**config.mk**
```make
export PLATFORM = sky130hd
export DESIGN_NAME = neacc_ctrl
export DESIGN_NICKNAME = d
export VERILOG_FILES = /design/src/sv/neacc_pkg.sv /design/src/sv/neacc_ctrl.sv
export SDC_FILE = /design/constraint.sdc
export NUM_CORES = 1
export LEC_CHECK = 0
export BUFFER_PORTS_ARGS = -buffer_cell sky130_fd_sc_hd__buf_2
export CORE_MARGIN = 10
export CORE_UTILIZATION = 37
export CTS_BUF_LIST = sky130_fd_sc_hd__clkbuf_8
export DETAILED_ROUTE_END_ITERATION = 8
export GPL_TIMING_DRIVEN = 0
export PLACE_DENSITY = 0.68
export SLEW_MARGIN = 20
export SYNTH_ARGS = -nofsm -noshare
export SYNTH_HDL_FRONTEND = slang
export SYNTH_SLANG_ARGS = --single-unit
```
**constraint.sdc**
```tcl
create_clock -name clk -period 2.15 [get_ports clk]
set_input_delay 0.3225 -clock clk [delete_from_list [all_inputs] [get_ports clk]]
set_output_delay 0.3225 -clock clk [all_outputs]
set_load 0.01 [all_outputs]
```
**src/sv/neacc_pkg.sv**
```systemverilog
// Shared types and constants for the normal-equation accumulator.
// Used by neacc_ctrl, neacc_dp and normal_equation_accumulator; no dependencies.
package neacc_pkg;

  localparam int ROW_LEN          = 6;
  localparam int ELEMENT_BITS_DEF = 32;
  localparam int FIELD_W          = 32;
  localparam int ACC_W            = 2 * FIELD_W;
  localparam int IDX_W            = 6;

  localparam int GRAM_CNT   = ROW_LEN * ROW_LEN;
  localparam int RESULT_CNT = GRAM_CNT + ROW_LEN + 1;
  localparam int GRAD_ROW   = ROW_LEN;
  localparam int RSQ_ROW    = ROW_LEN + 1;
  localparam int ROW_CNT    = ROW_LEN + 2;
  localparam int ROW_AW     = $clog2(ROW_CNT);
  localparam int LANE_W     = $clog2(ROW_LEN);

  localparam logic [ACC_W-1:0] SAT_MAX = {1'b0, {(ACC_W-1){1'b1}}};
  localparam logic [ACC_W-1:0] SAT_MIN = {1'b1, {(ACC_W-1){1'b0}}};

  typedef struct packed {
    logic signed [FIELD_W-1:0] jac_0;
    logic signed [FIELD_W-1:0] jac_1;
    logic signed [FIELD_W-1:0] jac_2;
    logic signed [FIELD_W-1:0] jac_3;
    logic signed [FIELD_W-1:0] jac_4;
    logic signed [FIELD_W-1:0] jac_5;
    logic signed [FIELD_W-1:0] residual;
    logic                      last_row;
  } in_beat_t;

  typedef struct packed {
    logic [IDX_W-1:0]        element_index;
    logic signed [ACC_W-1:0] sum_value;
    logic                    last_of_run;
  } out_beat_t;

  typedef logic [ROW_LEN-1:0][ACC_W-1:0] acc_row_t;

  typedef enum logic [2:0] {
    ST_IDLE,
    ST_ACC,
    ST_DRAIN,
    ST_EMIT_RD,
    ST_EMIT_LD,
    ST_EMIT_OUT
  } state_t;

  typedef struct packed {
    logic              load;
    logic              issue;
    logic [ROW_AW-1:0] row;
    logic              emit_ld;
    logic [LANE_W-1:0] lane;
    logic [IDX_W-1:0]  idx;
    logic              out_last;
    logic              clear;
  } ctrl_cmd_t;

  typedef struct packed {
    logic last_row;
  } dp_status_t;

endpackage

```
**src/sv/neacc_ctrl.sv**
```systemverilog
// Controller of the normal-equation accumulator: sequences row updates and the
// read-out of all sums. Depends on neacc_pkg.
module neacc_ctrl (
  input  logic                  clk,
  input  logic                  rst_n,
  input  logic                  in_valid,
  output logic                  in_ready,
  output logic                  out_valid,
  input  logic                  out_ready,
  input  neacc_pkg::dp_status_t status,
  output neacc_pkg::ctrl_cmd_t  cmd
);

  neacc_pkg::state_t                state_r, state_nxt;
  logic [neacc_pkg::ROW_AW-1:0]     row_r, row_nxt;
  logic [neacc_pkg::LANE_W-1:0]     lane_r, lane_nxt;
  logic [neacc_pkg::IDX_W-1:0]      idx_r, idx_nxt;
  logic                             idx_last;

  assign idx_last = (idx_r == neacc_pkg::IDX_W'(neacc_pkg::RESULT_CNT - 1));

  always_ff @(posedge clk) begin
    if (!rst_n) begin
      state_r <= neacc_pkg::ST_IDLE;
      row_r   <= '0;
      lane_r  <= '0;
      idx_r   <= '0;
    end else begin
      state_r <= state_nxt;
      row_r   <= row_nxt;
      lane_r  <= lane_nxt;
      idx_r   <= idx_nxt;
    end
  end

  always_comb begin
    state_nxt = state_r;
    row_nxt   = row_r;
    lane_nxt  = lane_r;
    idx_nxt   = idx_r;
    case (state_r)
      neacc_pkg::ST_IDLE: begin
        row_nxt = '0;
        if (in_valid) begin
          state_nxt = neacc_pkg::ST_ACC;
        end
      end
      neacc_pkg::ST_ACC: begin
        if (row_r == neacc_pkg::ROW_AW'(neacc_pkg::ROW_CNT - 1)) begin
          row_nxt   = '0;
          state_nxt = neacc_pkg::ST_DRAIN;
        end else begin
          row_nxt = row_r + 1'b1;
        end
      end
      neacc_pkg::ST_DRAIN: begin
        row_nxt  = '0;
        lane_nxt = '0;
        idx_nxt  = '0;
        state_nxt = status.last_row ? neacc_pkg::ST_EMIT_RD : neacc_pkg::ST_IDLE;
      end
      neacc_pkg::ST_EMIT_RD: begin
        state_nxt = neacc_pkg::ST_EMIT_LD;
      end
      neacc_pkg::ST_EMIT_LD: begin
        state_nxt = neacc_pkg::ST_EMIT_OUT;
      end
      neacc_pkg::ST_EMIT_OUT: begin
        if (out_ready) begin
          if (idx_last) begin
            state_nxt = neacc_pkg::ST_IDLE;
          end else begin
            state_nxt = neacc_pkg::ST_EMIT_RD;
            idx_nxt   = idx_r + 1'b1;
            if (lane_r == neacc_pkg::LANE_W'(neacc_pkg::ROW_LEN - 1)) begin
              lane_nxt = '0;
              row_nxt  = row_r + 1'b1;
            end else begin
              lane_nxt = lane_r + 1'b1;
            end
          end
        end
      end
      default: begin
        state_nxt = neacc_pkg::ST_IDLE;
      end
    endcase
  end

  always_comb begin
    in_ready     = 1'b0;
    out_valid    = 1'b0;
    cmd          = '0;
    cmd.row      = row_r;
    cmd.lane     = lane_r;
    cmd.idx      = idx_r;
    cmd.out_last = idx_last;
    case (state_r)
      neacc_pkg::ST_IDLE: begin
        in_ready = 1'b1;
        cmd.load = in_valid;
      end
      neacc_pkg::ST_ACC: begin
        cmd.issue = 1'b1;
      end
      neacc_pkg::ST_EMIT_LD: begin
        cmd.emit_ld = 1'b1;
      end
      neacc_pkg::ST_EMIT_OUT: begin
        out_valid = 1'b1;
        cmd.clear = out_ready && idx_last;
      end
      default: begin
      end
    endcase
  end

  a_accept_starts_row0: assert property (@(posedge clk) disable iff (!rst_n)
    (in_valid && in_ready) |=> (state_r == neacc_pkg::ST_ACC && row_r == '0))
    else $error("accepted beat did not start the row sweep at row zero");

  a_no_overlap: assert property (@(posedge clk) disable iff (!rst_n)
    !(in_ready && out_valid))
    else $error("input taken while a result is pending");

  a_final_index_pos: assert property (@(posedge clk) disable iff (!rst_n)
    (state_r == neacc_pkg::ST_EMIT_OUT && idx_last) |->
      (row_r == neacc_pkg::ROW_AW'(neacc_pkg::RSQ_ROW) && lane_r == '0))
    else $error("final result not taken from the residual-square row");

  a_sweep_ends_drain: assert property (@(posedge clk) disable iff (!rst_n)
    (state_r == neacc_pkg::ST_ACC &&
     row_r == neacc_pkg::ROW_AW'(neacc_pkg::ROW_CNT - 1)) |=>
      (state_r == neacc_pkg::ST_DRAIN))
    else $error("row sweep did not end in the drain cycle");

endmodule
```
==> flow_metrics.tcl <==
set metrics [dict create \
    status "finished clean" \
    ctsRootBufferMaster "clkbuf_8" \
    routed_via_density 5.18 \
    insertion_delay_ns 0.25 \
    synth.distinct_cells 41 \
    powerDensity_nw_per_um2 811 \
    core_region_area_um2 2430 \
    hold_path_depth 4 \
    die_w_um 70.2 \
    cp_common_cell "inv_1" \
    grt_use_met1 0.117 \
    portBuffers 22 \
    ir_drop_v 0.000637 \
    ys_warn_count 0 \
    rrSetupSlack_ns 0.42 \
    layout.cells.most_common_list "buf_2, nand2_1, dfxtp_1" \
    yosys.area.top_type "dfxtp_1" \
    worst_slew_pin_slew_ns 0.506 \
    place.gp.congestion 0.800 \
    regToRegStartpoint "row_r[0]" \
    dieArea_um2 4930 \
    synth_mux_area_frac 0.0430 \
    cp-startpoint "idx_r[0]" \
    crit_required_ns 1.83 \
    netlist_area_um2 932 \
    synthTopCellsByArea "dfxtp_1, nand2_1, ha_1, nor2_1, mux2i_1" \
    leakagePower_nw 0.535 \
    grt_max_degree 11 \
    core.rowCount 18 \
    synth_ff_type "dfxtp_1" \
    path_cells "inv_1 > ha_1 > nand4b_1 > nand2b_1 > inv_1 > buf_4 > buf_2" \
    seq_area_frac_synth 0.322 \
    busiest_layer "met2" \
    worstSetupPathType "register to primary output" \
    antenna_found_initial 0 \
    wl_mm 2.34 \
    syn-mean-instance-area_um2 8.25 \
    grt_pass1_wl_mm 4.06 \
    start_kind "register" \
    clk_pin_slew_ns 0.06 \
    synth-edff-count 0 \
    period_minus_slack_ns 1.94 \
    cp-endpoint "cmd[1]" \
    h-tree-depth 1 \
    synthCells 113 \
    clock_tree.buffer_depth 2 \
    synthSimpleGateAreaFrac 0.290 \
    max_stage_delay_ns 0.39 \
    rsz0062_at_grt "no" \
    fin_crit_sh 0.904 \
    nNetsFinal 149 \
    start_util 0.383 \
    cts_resized 0 \
    cts_tree "done" \
    drive_above_1_share 0.245 \
    grt_usage 0.0972 \
    synth_top_area_share 0.322 \
    max_cap_violations 0 \
    synth-xor-area-share 0.0282 \
    setup_viol 0 \
    drt.antenna.violating_nets 0 \
    wire_per_inst_um 13.9 \
    syn_nets 122 \
    vias 875 \
    slew_headroom 0.659 \
    first_iter_violations 57 \
    async_reset_ff_frac 0 \
    ios 24 \
    critPathSlowestCell "dfxtp_1" \
    grt_overflow 0 \
    grt_util_met2 0.146 \
    cts.sinks 15 \
    skew_ns 0.00194 \
    r2r_end "state_r[0]" \
    numCtsBuffers 3 \
    drt_pass1_iterations 4 \
    diodes 0 \
    syn2layout_area_growth_pct 20.7 \
    ctsHoldBuffers 0 \
    final_common_cell "buf_2" \
    end_kind "primary output" \
    synth_top_family_by_area "simple AND/OR/NAND/NOR gates" \
    timing.final.ws_setup_ns 0.206 \
    slew_viol_final 0 \
    final.setup.tns_ns 0 \
    die_h_um 70.2 \
    ys_ff_latch 15 \
    rr_worst_depth 6 \
    grt_pass1_vias 878 \
    hpwl_mm 1.78 \
    hold_class "input port to register" \
    synth_compound_area_frac 0.197 \
    hold_viol 0 \
    dp_slack_ns 0.431 \
    drc 0 \
    path_max_fanout 5 \
    post-cts-setup-buffers 0 \
    cp.arrival_ns 1.62 \
    fmax_ghz 0.514 \
    grtUsageMet3 0.0466 \
    synthAdderAreaFrac 0.0537 \
]
==> registers in the layout, summed over array words and instances (netlist names) <==
register	cells
idx_r	6
lane_r	3
row_r	3
state_r	3
==> cells in the mapped netlist, types with 2 or more instances <==
library cell,number
nand2_1,16
dfxtp_1,15
nor2_1,12
inv_1,7
ha_1,4
mux2i_1,4
nand2b_1,4
nand4_1,4
clkbuf_1,3
nor2b_1,3
o21ai_0,3
a21oi_1,2
and2_1,2
and4b_1,2
nor3_1,2
o2111ai_1,2
o211ai_1,2
or3_1,2
xnor2_1,2
==> worst max-delay path, delay by kind of cell (launching register included) <==
family / cells / cell delay, ns
flops: 1 / 0.39
simple gates: 2 / 0.39
fa+ha+maj: 1 / 0.20
buf+inv: 4 / 0.40
==> per-layer routing <==
layer	part of all wire	vias up	wire, µm
li1	-	454	-
met1	0.49	395	1150
met2	0.42	20	992
met3	0.066	6	155
met4	0.020	0	48
met5	0	-	0
==> area by class of cell <==
type                    count  area [µm²]
well taps                  30        37.5
repair buffers             22         110
fillers                   255        1310
inverters                   7        26.3
clock buffers               3        41.3
flip-flops and latches     15         300
clock inverters             1        3.75
multi-input cells          85         571
plain buffers               6        35.0
==> kinds of logic (layout without fill, tap and decap cells) <==
family | after synthesis | after routing
simple gates | 51 | 51
compound gates | 23 | 23
flops | 15 | 15
buf+inv | 13 | 39
fa+ha+maj | 4 | 4
mux | 4 | 4
xor+xnor | 3 | 3
==> power breakdown <==
group,switching (mW),internal (mW)
Combinational,0.198,0.145
Sequential,0.0347,0.306
Clock,0.102,0.127
Total,0.335,0.578
==> per-stage QoR <==
stage	area, µm²	power [mW]	util	std cells	hold slack (ns)
finish	1120	0.913	0.462	169	0.478
global route	1120	0.979	0.462	169	0.512
CTS	1120	0.920	0.462	169	0.483
detailed placement	1080	0.688	0.444	165	0.474
global placement	1080	0.680	0.444	165	0.467
floorplan	932	0.587	-	113	0.494
==> worst min-delay path by stage <==
| stage | from | end | slack, ns |
|---|---|---|---|
| after floorplan | row_r[1] | row_r[1] | 0.49 |
| after global placement | row_r[1] | row_r[1] | 0.47 |
| after detailed placement | row_r[2] | row_r[2] | 0.47 |
| after CTS | out_ready | state_r[0] | 0.48 |
| after global routing | row_r[2] | row_r[2] | 0.51 |
| final | out_ready | state_r[0] | 0.48 |
Power figures use the tool's default switching activity.
